### src/hdl/tcw_queue.sv
// ----------------------------------------------------------------------------
// tcw_queue: small register queue
// First-in first-out store of a few entries with full and empty flags.
// ----------------------------------------------------------------------------
module tcw_queue #(
	parameter int WIDTH = 8,
	parameter int DEPTH = 2
) (
	input  logic             clk,
	input  logic             arst_n,
	input  logic             push,
	input  logic [WIDTH-1:0] wdata,
	output logic             full,
	input  logic             pop,
	output logic [WIDTH-1:0] rdata,
	output logic             empty
);

	localparam int PW = (DEPTH > 1) ? $clog2(DEPTH) : 1;
	localparam int CW = $clog2(DEPTH + 1);

	logic [WIDTH-1:0] slot_q [DEPTH];
	logic [PW-1:0]    wr_ptr_q;
	logic [PW-1:0]    rd_ptr_q;
	logic [CW-1:0]    count_q;
	logic             do_push;
	logic             do_pop;

	assign full    = (count_q == CW'(DEPTH));
	assign empty   = (count_q == '0);
	assign do_push = push && !full;
	assign do_pop  = pop && !empty;
	assign rdata   = slot_q[rd_ptr_q];

	always_ff @(posedge clk) begin
		if (do_push) begin
			slot_q[wr_ptr_q] <= wdata;
		end
	end

	always_ff @(posedge clk or negedge arst_n) begin
		if (!arst_n) begin
			wr_ptr_q <= '0;
			rd_ptr_q <= '0;
			count_q  <= '0;
		end else begin
			if (do_push) begin
				wr_ptr_q <= (wr_ptr_q == PW'(DEPTH - 1)) ? '0 : wr_ptr_q + 1'b1;
			end
			if (do_pop) begin
				rd_ptr_q <= (rd_ptr_q == PW'(DEPTH - 1)) ? '0 : rd_ptr_q + 1'b1;
			end
			if (do_push && !do_pop) begin
				count_q <= count_q + 1'b1;
			end else if (do_pop && !do_push) begin
				count_q <= count_q - 1'b1;
			end
		end
	end

endmodule

### config.mk
export PLATFORM = sky130hd
export DESIGN_NAME = tcw_queue
export DESIGN_NICKNAME = d
export VERILOG_FILES = /design/src/hdl/tcw_queue.sv
export SDC_FILE = /design/constraint.sdc
export NUM_CORES = 1
export LEC_CHECK = 0
export BUFFER_PORTS_ARGS = -buffer_cell sky130_fd_sc_hd__buf_2
export CAP_MARGIN = 20
export CORE_UTILIZATION = 41
export CTS_BUF_LIST = sky130_fd_sc_hd__clkbuf_2 sky130_fd_sc_hd__clkbuf_4 sky130_fd_sc_hd__clkbuf_8
export DETAILED_ROUTE_END_ITERATION = 6
export GPL_TIMING_DRIVEN = 0
export HOLD_SLACK_MARGIN = 0.06
export PLACE_DENSITY_LB_ADDON = 0.15
export SLEW_MARGIN = 40
export SYNTH_ARGS = -nofsm -noshare
export SYNTH_HDL_FRONTEND = slang
export SYNTH_SLANG_ARGS = --single-unit
### constraint.sdc
create_clock -name clk -period 4.03 [get_ports clk]
set_input_delay 0.2015 -clock clk [delete_from_list [all_inputs] [get_ports clk]]
set_output_delay 0.2015 -clock clk [all_outputs]
set_load 0.02 [all_outputs]
==> insert_results.sql <==
INSERT INTO impl_metrics (metric_group, metric, value, unit) VALUES
('critical_path', 'crit_path_start_kind', 'flop', ''),
('global_routing', 'first_global_vias', '397', ''),
('synthesis', 'synthesis.area', '782', 'µm²'),
('run_status', 'status', 'completed', ''),
('routing', 'route.vias.total', '407', ''),
('cells_and_area', 'num-fill-cells', '160', ''),
('cts', 'cts-root-buf', 'clkbuf_4', ''),
('cts', 'cts.reportedPaths.clkPinSlew', '0.10', 'ns'),
('floorplanning', 'design.die.area', '2090', 'µm²'),
('synthesis', 'synth_compound_area_share', '0.640', '%'),
('cells_and_area', 'area_delta_synth_final', '22.6', '%'),
('cts', 'cts_buffers', '3', ''),
('global_routing', 'global_route_usage_over_all_layers', '12.0', '%'),
('synthesis', 'adder_cell_area_share_of_the_yosys_netlist', '1.60', '%'),
('timing', 'final_max_slew_viol_count', '0', ''),
('critical_path', 'worstPathRequired', '3.96', 'ns'),
('cells_and_area', 'layout.cells.non_filler', '95', ''),
('critical_path', 'worst-setup-path-type', 'reg2reg', ''),
('timing', 'max_slew.worst_pin.slew', '0.693', 'ns'),
('timing', 'fin_hold_ws', '0.0915', 'ns'),
('placed_design', 'place_congestion', '0.638', ''),
('timing', 'max_freq', '619', 'MHz'),
('routing', 'routed_wl', '1080', 'µm'),
('timing', 'slew-limit-headroom', '53.6', '%'),
('synthesis', 'yosys.area_share.simple', '3.84', '%'),
('timing', 'timing_hold_violations_final', '0', ''),
('cts', 'ctsResizeCount', '0', ''),
('routing', 'via_density_per_instance', '4.28', ''),
('critical_path', 'critPathArrivalTime', '1.55', 'ns'),
('floorplanning', 'row_count', '15', ''),
('synthesis', 'post_synth_mux_area_share', '11.5', '%'),
('routing', 'route.detailed.drc', '0', ''),
('routing', 'drtPass1Iterations', '3', ''),
('placed_design', 'post-dp-hpwl', '742', 'µm'),
('critical_path', 'critical-path-slowest-cell', 'nor2_1', ''),
('hold_path', 'hold_path.class', 'in2reg', ''),
('cells_and_area', 'num-nets-final', '84', ''),
('floorplanning', 'die_w', '45.7', 'µm'),
('floorplanning', 'design.core.area', '1760', 'µm²'),
('cts', 'cts_hold_repair_buffers', '1', ''),
('cts', 'clk_path_buf_depth', '2', ''),
('power', 'p_leak', '0.000401', 'µW'),
('timing', 'finalCriticalPeriod', '1.62', 'ns'),
('cts', 'tritoncts', 'done', ''),
('floorplanning', 'start_util', '44.3', '%'),
('cells_and_area', 'layout-drive-gt1-share', '42.9', '%'),
('power', 'max-vdd-ir-drop', '0.000325', 'V'),
('timing', 'min_period_over_period', '40.1', '%'),
('job', 'max_capacitance_violation_count', '0', ''),
('critical_path', 'critical_path_buf_inv_count', '0', ''),
('critical_path', 'worst-path-max-fanout', '8', ''),
('routing', 'dr.first_iter.drc_count', '7', ''),
('timing', 'finalSetupViolCount', '0', ''),
('cts', 'clock_tree.htree_level_count', '1', ''),
('global_routing', 'maximum_number_of_pins_on_one_net_before_global_route_repair', '12', ''),
('synthesis', 'synth-warning-count', '0', ''),
('synthesis', 'main_combinational_cell_family_by_area_after_synthesis', 'multiplexers', ''),
('floorplanning', 'die_boundary_height', '45.7', 'µm'),
('cells_and_area', 'antenna_cells_inserted', '0', ''),
('global_routing', 'antenna_violations_before_repair', '0', ''),
('routing', 'post_drt_wl_per_cell', '11.4', 'µm'),
('synthesis', 'post_synth_num_cell_types', '15', ''),
('synthesis', 'synth.net_count', '57', ''),
('critical_path', 'kind_of_cell_adding_the_most_delay_to_the_critical_path', 'simple AND/OR/NAND/NOR gates', ''),
('global_routing', 'gr-total-overflow', '0', ''),
('critical_path', 'cpPeakStageDelay', '0.54', 'ns'),
('power', 'power.density', '713', 'nW/µm²'),
('cells_and_area', 'final_core_utilization', '54.3', '%'),
('placed_design', 'dp.cells', '90', ''),
('timing', 'setup_total_negative_slack', '0', 'ns'),
('critical_path', 'end_kind', 'flop', '');
## layout make-up
type	count	area, µm²	area share (%)
Timing Repair Buffer	22	115	12.0
Inverter	2	7.51	0.783
Clock buffer	4	30.0	3.13
Buffer	1	5.00	0.522
Sequential cell	20	581	60.6
Multi-Input combinational cell	21	189	19.7
Tap cell	25	31.3	3.26
## cells by family (layout without fill, tap and decap cells)
family | Yosys count | in the layout
flip-flops | 20 | 20
multiplexers | 8 | 8
AND/OR/NAND/NOR | 6 | 6
XOR/XNOR | 5 | 5
buffers and inverters | 3 | 29
adder cells (fa/ha/maj) | 1 | 1
AO/OA/AOI/OAI | 1 | 1
## per-layer routing
layer | global-route usage (%) | part of all wire [%]
met5 | 0 | 0
met1 | 15.4 | 47
met2 | 18.6 | 49
met4 | 7.27 | 0
met3 | 2.38 | 4.0
## cell usage after synthesis
master / count / area [µm²]
mux2_2: 2 / 22.5
xnor2_1: 2 / 17.5
ha_1: 1 / 12.5
edfxtp_1: 16 / 480
buf_2: 1 / 5.00
mux2_1: 6 / 67.6
nand2b_1: 1 / 6.26
xor2_1: 2 / 17.5
o21ai_1: 1 / 5.00
and3_1: 1 / 6.26
nor2_1: 3 / 11.3
xnor2_2: 1 / 16.3
nand2_2: 1 / 6.26
inv_1: 2 / 7.51
dfrtp_1: 4 / 100
## state kept, by name, indices dropped and copies added (netlist names)
name,flops
count_q,2
rd_ptr_q,1
slot_q,16
wr_ptr_q,1
## where the power goes
part	internal [µW]	total [µW]	switching (µW)	leakage [µW]
sequential	289	315	26.3	0.000195
combinational	111	268	157	0.000187
clock	45.2	100	55.2	0.0000184
## per-stage QoR
| stage | setup slack (ns) | instance area [µm²] |
|---|---|---|
| floorplan | 2.64 | 782 |
| global placement | 2.38 | 918 |
| detailed placement | 2.39 | 918 |
| CTS | 2.37 | 958 |
| global route | 2.26 | 958 |
| finish | 2.41 | 958 |
## worst paths after layout
| check | from | to | slack, ns | depth (start not counted) |
|---|---|---|---|---|
| setup / recovery | count_q[0]$_DFFE_PN0P_ | slot_q[0][2]$_DFFE_PP_ | 2.41 | 3 |
| hold / removal | wdata[4] | slot_q[1][4]$_DFFE_PP_ | 0.09 | 1 |
| setup reg to reg | count_q[0]$_DFFE_PN0P_ | slot_q[0][2]$_DFFE_PP_ | 2.41 | 3 |
| hold reg to reg | wr_ptr_q$_DFFE_PN0N_ | wr_ptr_q$_DFFE_PN0N_ | 0.53 | 1 |
| max in group asynchronous | arst_n | count_q[0]$_DFFE_PN0P_ | 3.67 | 2 |
| min in group asynchronous | arst_n | wr_ptr_q$_DFFE_PN0N_ | 0.24 | 2 |
## worst register-to-register path: stages, from the launching register on
cell,delay (ns)
dfrtp_1,0.45
nand2b_1,0.18
nand2_2,0.10
nor2_1,0.54
## layout by cell type (no fill, tap or decap), types with 2 or more instances in the layout
master    netlist  routed
nor2_1          3       3
buf_2           1      22
inv_1           2       2
mux2_1          6       6
clkbuf_4        0       4
xnor2_1         2       2
mux2_2          2       2
xor2_1          2       2
dfrtp_1         4       4
edfxtp_1       16      16
Power figures use the tool's default switching activity.
