### src/hdl/tcw_pkg.sv
// ----------------------------------------------------------------------------
// tcw_pkg: shared types and constants of the text console writer
// Item and result layouts, the internal command format passed from the
// front end to the execution engine, and default geometry.
// ----------------------------------------------------------------------------
package tcw_pkg;

	localparam int DEF_COLUMNS     = 80;
	localparam int DEF_ROWS        = 25;
	localparam int DEF_QUEUE_DEPTH = 2;
	localparam int CURSOR_W        = 11;
	localparam int WIDE_W          = 16;

	localparam logic [7:0] ATTR_RESET   = 8'd15;
	localparam logic [7:0] BLANK_CHAR   = 8'd32;
	localparam logic [7:0] NEWLINE_CHAR = 8'd10;

	localparam logic [2:0] KIND_PUT       = 3'd0;
	localparam logic [2:0] KIND_BACKSPACE = 3'd1;
	localparam logic [2:0] KIND_CLEAR     = 3'd2;
	localparam logic [2:0] KIND_SET_POS   = 3'd3;
	localparam logic [2:0] KIND_READ      = 3'd4;

	typedef struct packed {
		logic [2:0]  kind;
		logic [7:0]  char_code;
		logic [7:0]  column;
		logic [7:0]  row_index;
		logic [10:0] cell_index;
	} item_t;

	typedef struct packed {
		logic [10:0] cursor;
		logic        position_error;
		logic [7:0]  read_char;
		logic [7:0]  read_attr;
	} result_t;

	typedef enum logic [3:0] {
		OP_PUT,
		OP_NEWLINE,
		OP_BACKSPACE,
		OP_CLEAR,
		OP_SET_POS,
		OP_SET_POS_ERR,
		OP_READ,
		OP_READ_OOR,
		OP_NOP
	} op_t;

	typedef struct packed {
		op_t         op;
		logic [7:0]  char_code;
		logic [7:0]  column;
		logic [7:0]  row_index;
		logic [10:0] cell_index;
	} cmd_t;

endpackage

### src/hdl/tcw_front.sv
// ----------------------------------------------------------------------------
// tcw_front: item intake and classification
// Accepts items, sorts them into engine commands and checks positions and
// cell addresses against the screen geometry.
// ----------------------------------------------------------------------------
module tcw_front import tcw_pkg::*; #(
	parameter int COLUMNS = DEF_COLUMNS,
	parameter int ROWS    = DEF_ROWS
) (
	input  logic  clk,
	input  logic  arst_n,
	input  logic  push,
	input  item_t item,
	output logic  full,
	input  logic  busy,
	output logic  cmd_push,
	output cmd_t  cmd,
	input  logic  cmd_full
);

	localparam int CELL_COUNT = COLUMNS * ROWS;

	logic valid_s1;
	cmd_t cmd_s1;
	logic accept;
	op_t  op;

	assign full     = busy || (valid_s1 && cmd_full);
	assign accept   = push && !full;
	assign cmd_push = valid_s1;
	assign cmd      = cmd_s1;

	always_comb begin
		case (item.kind)
			KIND_PUT: begin
				op = (item.char_code == NEWLINE_CHAR) ? OP_NEWLINE : OP_PUT;
			end
			KIND_BACKSPACE: begin
				op = OP_BACKSPACE;
			end
			KIND_CLEAR: begin
				op = OP_CLEAR;
			end
			KIND_SET_POS: begin
				if (item.column >= 8'(COLUMNS) || item.row_index >= 8'(ROWS)) begin
					op = OP_SET_POS_ERR;
				end else begin
					op = OP_SET_POS;
				end
			end
			KIND_READ: begin
				if (WIDE_W'(item.cell_index) < WIDE_W'(CELL_COUNT)) begin
					op = OP_READ;
				end else begin
					op = OP_READ_OOR;
				end
			end
			default: begin
				op = OP_NOP;
			end
		endcase
	end

	always_ff @(posedge clk) begin
		if (accept) begin
			cmd_s1.op         <= op;
			cmd_s1.char_code  <= item.char_code;
			cmd_s1.column     <= item.column;
			cmd_s1.row_index  <= item.row_index;
			cmd_s1.cell_index <= item.cell_index;
		end
	end

	always_ff @(posedge clk or negedge arst_n) begin
		if (!arst_n) begin
			valid_s1 <= 1'b0;
		end else if (accept) begin
			valid_s1 <= 1'b1;
		end else if (!cmd_full) begin
			valid_s1 <= 1'b0;
		end
	end

endmodule

### config.mk
export PLATFORM = sky130hd
export DESIGN_NAME = tcw_front
export DESIGN_NICKNAME = d
export VERILOG_FILES = /design/src/hdl/tcw_pkg.sv /design/src/hdl/tcw_front.sv
export SDC_FILE = /design/constraint.sdc
export NUM_CORES = 1
export LEC_CHECK = 0
export ABC_AREA = 1
export BUFFER_PORTS_ARGS = -buffer_cell sky130_fd_sc_hd__buf_2
export CAP_MARGIN = 40
export CORE_MARGIN = 2
export CORE_UTILIZATION = 45
export DETAILED_ROUTE_END_ITERATION = 10
export GPL_ROUTABILITY_DRIVEN = 0
export GPL_TIMING_DRIVEN = 0
export PLACE_DENSITY = 0.82
export SYNTH_ARGS = -nofsm -noshare
export SYNTH_HDL_FRONTEND = slang
export SYNTH_SLANG_ARGS = --single-unit
### constraint.sdc
create_clock -name clk -period 3.8 [get_ports clk]
set_input_delay 0.76 -clock clk [delete_from_list [all_inputs] [get_ports clk]]
set_output_delay 0.76 -clock clk [all_outputs]
set_load 0.01 [all_outputs]
==> results_dict.tcl, run 1 <==
set metrics [dict create \
    status "finished, final reports clean" \
    drive_gt1_share_pct 54.1 \
    diodes 0 \
    drc 0 \
    ctsHtreeMaxLevel 2 \
    finalHoldViolations 0 \
    insertion_delay_ns 0.33 \
    grt_pass1_wl_um 4070 \
    postSynthAreaPerCell_um2 15.3 \
    wl_um 2800 \
    number_of_top_level_design_ports 84 \
    cts-resized-gates 0 \
    synth_top_family_by_area "simple AND/OR/NAND/NOR gates" \
    synth.yosys.warnings 0 \
    dieArea_um2 3620 \
    kind_of_path_behind_the_tightest_hold_check "input pin to asynchronous set/reset pin" \
    worst_ir_drop_vdd_mv 0.305 \
    cts.reportedPaths.clkPinSlew_ns 0.11 \
    synth.area.top_cells "sky130_fd_sc_hd__edfxtp_1 (82%), sky130_fd_sc_hd__nand2_1 (4.5%), sky130_fd_sc_hd__inv_1 (3.2%)" \
    chipHeight_um 60.2 \
    drt_first_iter_violations 38 \
    layout.cell_area.non_filler_um2 2000 \
    synth.distinct_cells 12 \
    globalRoute.totalOverflow 0 \
    synthSimpleGateAreaFrac_pct 11.1 \
    max_slew.worst_pin.slew_ns 0.389 \
    syn2layout_area_growth_pct 40.9 \
    synth_xor_area_share_pct 0 \
    synth_fp_nets 136 \
    unrepaired_setup_endpoints_after_global_routing "false" \
    synth.ff_latch_count 40 \
    tritoncts "yes" \
    critical_path.startpoint_type "input pin" \
    final.period_utilization_pct 51.1 \
    synth_fa_ha_area_share_pct 0 \
    worst_clock_skew_ns 0.00849 \
    dp_worst_setup_slack_ns 1.86 \
    power.density_nw_per_um2 430 \
    core_um2 3030 \
    clock-sinks 40 \
    postCtsSetupRepairBufs 0 \
    fin_cells 229 \
    report.final.slew_viol_count 0 \
    synth_largest_type_area_fraction_pct 82.4 \
    dpl_cell_area_um2 1930 \
    critPathKind "input pin to output pin" \
    timing.critical_path.fanout_max 2 \
    antenna_found_initial 0 \
    highest_clock_rate_ghz 0.515 \
    clk_path_buf_depth 2 \
    layout.nets 227 \
    required_time_at_the_worst_slack_endpoint_ns 3.04 \
    drtPass1Iterations 4 \
    fin_crit_ns 1.94 \
    fill_cells 228 \
    synthesis.area_um2 1420 \
    start_util_pct 46.9 \
    synth.mux.area_fraction_pct 0 \
    rows 20 \
    finalWorstSetupSlack_ns 1.86 \
    cts_inserted_buffers 5 \
    synth_largest_area_cell "sky130_fd_sc_hd__edfxtp_1" \
    fin_tns_setup_ns 0 \
    endpoint_kind_of_the_worst_setup_timing_path "output pin" \
    place.detailed.instances 221 \
    postSynthCellCount 93 \
    port_buffers 83 \
    groute.usage.overall_pct 16.2 \
    worst_rel_slew_slack_pct 74.0 \
    final_util_pct 66.2 \
    cts_hold_fix_bufs 0 \
    via_count_of_the_first_global_routing_pass 970 \
    largest_net_degree_at_the_start_of_global_routing 30 \
    yosysSeqAreaShare_pct 84.2 \
    power.static_leakage_nw 0.901 \
    max-cap-violations 0 \
    post_drt_via_cell_ratio 4.44 \
    setup_violations 0 \
    vias 1017 \
    die_width_um 60.2 \
    synth_compound_gate_area_share_pct 1.06 \
    drt.antenna.violating_nets 0 \
    critPathArrivalTime_ns 1.18 \
    routed_wire_length_per_instance_um 12.2 \
    cts_root_buf "sky130_fd_sc_hd__clkbuf_4" \
    place.detailed.hpwl_um 2240 \
]
## where the power goes
group | internal [W] | switching, W | leakage, nW
Combinational | 0.0000368 | 0.0000470 | 0.483
Clock | 0.000138 | 0.000129 | 0.0422
Sequential | 0.000507 | 0.00000405 | 0.376
Total | 0.000682 | 0.000180 | 0.901
## metal layers
metal	share of wire (%)	GRT usage [%]
met1	37	16.5
met4	2.2	8.89
met2	51	28.0
met5	0	0
met3	9.7	6.28
## path summary, 6_finish.rpt
kind,start,endpoint,slack [ns],cells past startpoint
min in group clk,cmd_push$_DFFE_PN0P_,cmd_push$_DFFE_PN0P_,0.57,2
max,cmd_full,full,1.86,4
min reg2reg,cmd_push$_DFFE_PN0P_,cmd_push$_DFFE_PN0P_,0.57,2
max reg2reg,cmd_push$_DFFE_PN0P_,cmd[35]$_DFFE_PP_,2.35,4
min,arst_n,cmd_push$_DFFE_PN0P_,0.18,1
max in group asynchronous,arst_n,cmd_push$_DFFE_PN0P_,3.54,1
## per-stage QoR
| stage | power (W) | hold WS [ns] |
|---|---|---|
| floorplan | 0.000554 | 0.464 |
| global placement | 0.000598 | 0.474 |
| detailed placement | 0.000606 | 0.538 |
| CTS | 0.000871 | 0.163 |
| global route | 0.000897 | 0.154 |
| finish | 0.000862 | 0.177 |
## sequential cells by signal (all words and copies together), names as in the netlist
signal,cells
cmd_push,1
cmd,39
## layout by cell type (no fill, tap or decap), types with 2 or more instances in the layout
master,instances
sky130_fd_sc_hd__nor2_2,5
sky130_fd_sc_hd__nand2_1,17
sky130_fd_sc_hd__o21ai_0,2
sky130_fd_sc_hd__edfxtp_1,39
sky130_fd_sc_hd__clkbuf_4,5
sky130_fd_sc_hd__inv_1,12
sky130_fd_sc_hd__inv_2,2
sky130_fd_sc_hd__nor2_1,10
sky130_fd_sc_hd__buf_2,83
## cells by family (layout without fill, tap and decap cells)
kind of cell / Yosys count / count (layout)
flops: 40 / 40
simple gates: 36 / 36
buf+inv: 14 / 106
compound gates: 3 / 3
## cells in the mapped netlist (all sizes together)
cell type	n
a21oi	1
dfrtp	1
edfxtp	39
inv	14
nand2	17
nand3	1
nand4	1
nor2	16
nor3	1
o21ai	2
## area by class of cell
cell class	count	area, µm²	share of cell area [%]
Clock buffer	6	41.3	2.06
Tap cell	44	55.1	2.75
Multi-Input combinational cell	39	180	8.99
Sequential cell	40	1200	59.7
Inverter	14	52.6	2.62
Clock inverter	2	35.0	1.75
Timing Repair Buffer	84	443	22.1
## worst max-delay path: stages
cell,delay (ns)
sky130_fd_sc_hd__buf_2,0.09
sky130_fd_sc_hd__nand2_1,0.07
sky130_fd_sc_hd__nand2_1,0.10
sky130_fd_sc_hd__buf_2,0.15
Power figures use the tool's default switching activity.
==> run 2, diff against run 1 <==
--- a/config.mk
+++ b/config.mk
@@ -9,11 +9,11 @@
 export BUFFER_PORTS_ARGS = -buffer_cell sky130_fd_sc_hd__buf_2
 export CAP_MARGIN = 40
 export CORE_MARGIN = 2
-export CORE_UTILIZATION = 45
+export CORE_UTILIZATION = 42
 export DETAILED_ROUTE_END_ITERATION = 10
 export GPL_ROUTABILITY_DRIVEN = 0
 export GPL_TIMING_DRIVEN = 0
-export PLACE_DENSITY = 0.82
+export PLACE_DENSITY = 0.78
 export SYNTH_ARGS = -nofsm -noshare
 export SYNTH_HDL_FRONTEND = slang
 export SYNTH_SLANG_ARGS = --single-unit
==> constraint.sdc (replaced) <==
create_clock -name clk -period 1.8 [get_ports clk]
set_input_delay 0.36 -clock clk [delete_from_list [all_inputs] [get_ports clk]]
set_output_delay 0.36 -clock clk [all_outputs]
set_load 0.01 [all_outputs]
==> run 2 against run 1 <==
Utilization down 4.8 points; clock power increased by 110%; via count down 0.59%; sequential cell count unchanged; clock skew down 0.0072 ns; global-route usage shrank 1.6 points; total power grew 110%; hold slack gained 0.021 ns; combinational power up 110%; clock-buffer cell count did not move; largest cell class unchanged.
==> results_dict.tcl, run 2 (same netlist as run 1, synthesis figures left out) <==
set metrics [dict create \
    status "finished, final reports clean" \
    min_delay_path_depth 1 \
    vias 1011 \
    critPathKind "register to register" \
    commonest_non_fill_non_tap_cell_in_the_layout "sky130_fd_sc_hd__buf_2" \
    layout.nets 228 \
    largest_register_ffs 39 \
    wl_um 2700 \
    chipHeight_um 62.2 \
    globalRoute.totalOverflow 0 \
    power.density_nw_per_um2 899 \
    required_time_at_the_worst_slack_endpoint_ns 1.85 \
    timing.reg2reg.worst_path_depth 4 \
    worst_ir_drop_vdd_mv 0.328 \
    endpoint_kind_of_the_worst_setup_timing_path "register" \
    final.period_utilization_pct 84.7 \
    kind_of_path_behind_the_tightest_hold_check "input pin to register" \
    worst_clock_skew_ns 0.00132 \
    drc 0 \
    drt.antenna.violating_nets 0 \
    post_drt_via_cell_ratio 4.36 \
    fin_tns_setup_ns 0 \
    worst-r2r-setup-slack_ns 0.28 \
    power.total_w 0.00181 \
    place.detailed.hpwl_um 2150 \
    cts_inserted_buffers 5 \
    cts.reportedPaths.clkPinSlew_ns 0.11 \
    max-cap-violations 0 \
    grt_pass1_wl_um 4200 \
    die_width_um 62.2 \
    worst_rel_slew_slack_pct 62.8 \
    timing.critical_path.fanout_max 23 \
    power.static_leakage_nw 0.906 \
    timing.hold.worst_endpoint "cmd[19]$_DFFE_PP_" \
    clock-sinks 40 \
    rows 21 \
    finalHoldWorstSlack_ns 0.198 \
    drtPass1Iterations 4 \
    unrepaired_setup_endpoints_after_global_routing "false" \
    fill_cells 260 \
    clk_path_buf_depth 2 \
    critical_path.reg2reg.endpoint "cmd[0]$_DFFE_PP_" \
    critical_path.startpoint_type "register" \
    drive_gt1_share_pct 53.8 \
    groute.usage.overall_pct 14.5 \
    dieArea_um2 3870 \
    fin_crit_ns 1.52 \
    routed_wire_length_per_instance_um 11.6 \
    tritoncts "yes" \
    diodes 0 \
    highest_clock_rate_ghz 0.656 \
    r2r-start "cmd_push$_DFFE_PN0P_" \
    finalHoldViolations 0 \
    cts_root_buf "sky130_fd_sc_hd__clkbuf_4" \
    number_of_top_level_design_ports 84 \
    insertion_delay_ns 0.33 \
    ctsHtreeMaxLevel 2 \
    setup_violations 0 \
    critPathArrivalTime_ns 1.57 \
    largest_net_degree_at_the_start_of_global_routing 24 \
    max_slew.worst_pin.slew_ns 0.557 \
    via_count_of_the_first_global_routing_pass 947 \
    report.final.slew_viol_count 0 \
    port_buffers 83 \
    core_um2 3280 \
    syn2layout_area_growth_pct 41.8 \
    min_from "item[19]" \
    mostFrequentLayoutCells "sky130_fd_sc_hd__buf_2 (83), sky130_fd_sc_hd__edfxtp_1 (39), sky130_fd_sc_hd__nand2_1 (17), sky130_fd_sc_hd__inv_1 (12), sky130_fd_sc_hd__nor2_1 (10)" \
    start_util_pct 43.3 \
    drt_first_iter_violations 23 \
    cts-resized-gates 0 \
    antenna_found_initial 0 \
]
## run 2: how the worst max path moves through the flow
stage	from	to	slack (ns)	cells past startpoint
after floorplan	cmd_push$_DFFE_PN0P_	cmd[0]$_DFFE_PP_	0.19	3
after global placement	cmd_full	cmd[0]$_DFFE_PP_	0.03	4
after detailed placement	cmd_full	cmd[0]$_DFFE_PP_	0.18	5
after CTS	cmd_push$_DFFE_PN0P_	cmd[22]$_DFFE_PP_	0.25	4
after global routing	cmd_push$_DFFE_PN0P_	cmd[33]$_DFFE_PP_	0.18	4
final	cmd_push$_DFFE_PN0P_	cmd[0]$_DFFE_PP_	0.28	4
## run 2: repair_timing
| action | in CTS | in global routing |
|---|---|---|
| buffers inserted | 0 | 0 |
| hold endpoints to repair | 1 | 0 |
| hold buffers | 1 | 0 |
## run 2: layout make-up
class	count	area [µm²]	area share (%)
clock buffer	6	41.3	2.05
clock inverter	2	35.0	1.74
inverter	14	52.6	2.61
multi-input combinational	39	180	8.94
sequential	40	1200	59.3
tap	46	57.6	2.86
timing repair buffer	85	453	22.5
## run 2: report_power, final
part	internal (W)	switching (W)
logic	0.0000791	0.0000963
clock network	0.000291	0.000266
registers	0.00107	0.00000938
## run 2: critical path, cell delays in order, from the launching register on
cell	delay, ns
sky130_fd_sc_hd__dfrtp_1	0.39
sky130_fd_sc_hd__nand2_1	0.07
sky130_fd_sc_hd__nand2_1	0.09
sky130_fd_sc_hd__nor2_4	0.45
sky130_fd_sc_hd__buf_16	0.24
## run 2: routing by layer
layer	track usage (%)	vias up	share of wire [%]
met2	25.4	52	50
met1	14.8	452	37
met5	0	-	0
met4	6.67	0	2.0
met3	6.70	5	10
li1	-	502	-
## run 2: through the flow
stage	std cells	util, %	setup WS, ns	instance area, µm²
final	232	61.4	0.276	2020
after global routing	232	61.4	0.179	2020
after CTS	232	61.4	0.246	2020
after detailed placement	223	58.7	0.179	1930
after global placement	222	57.9	0.0270	1900
after floorplan	93	-	0.186	1430
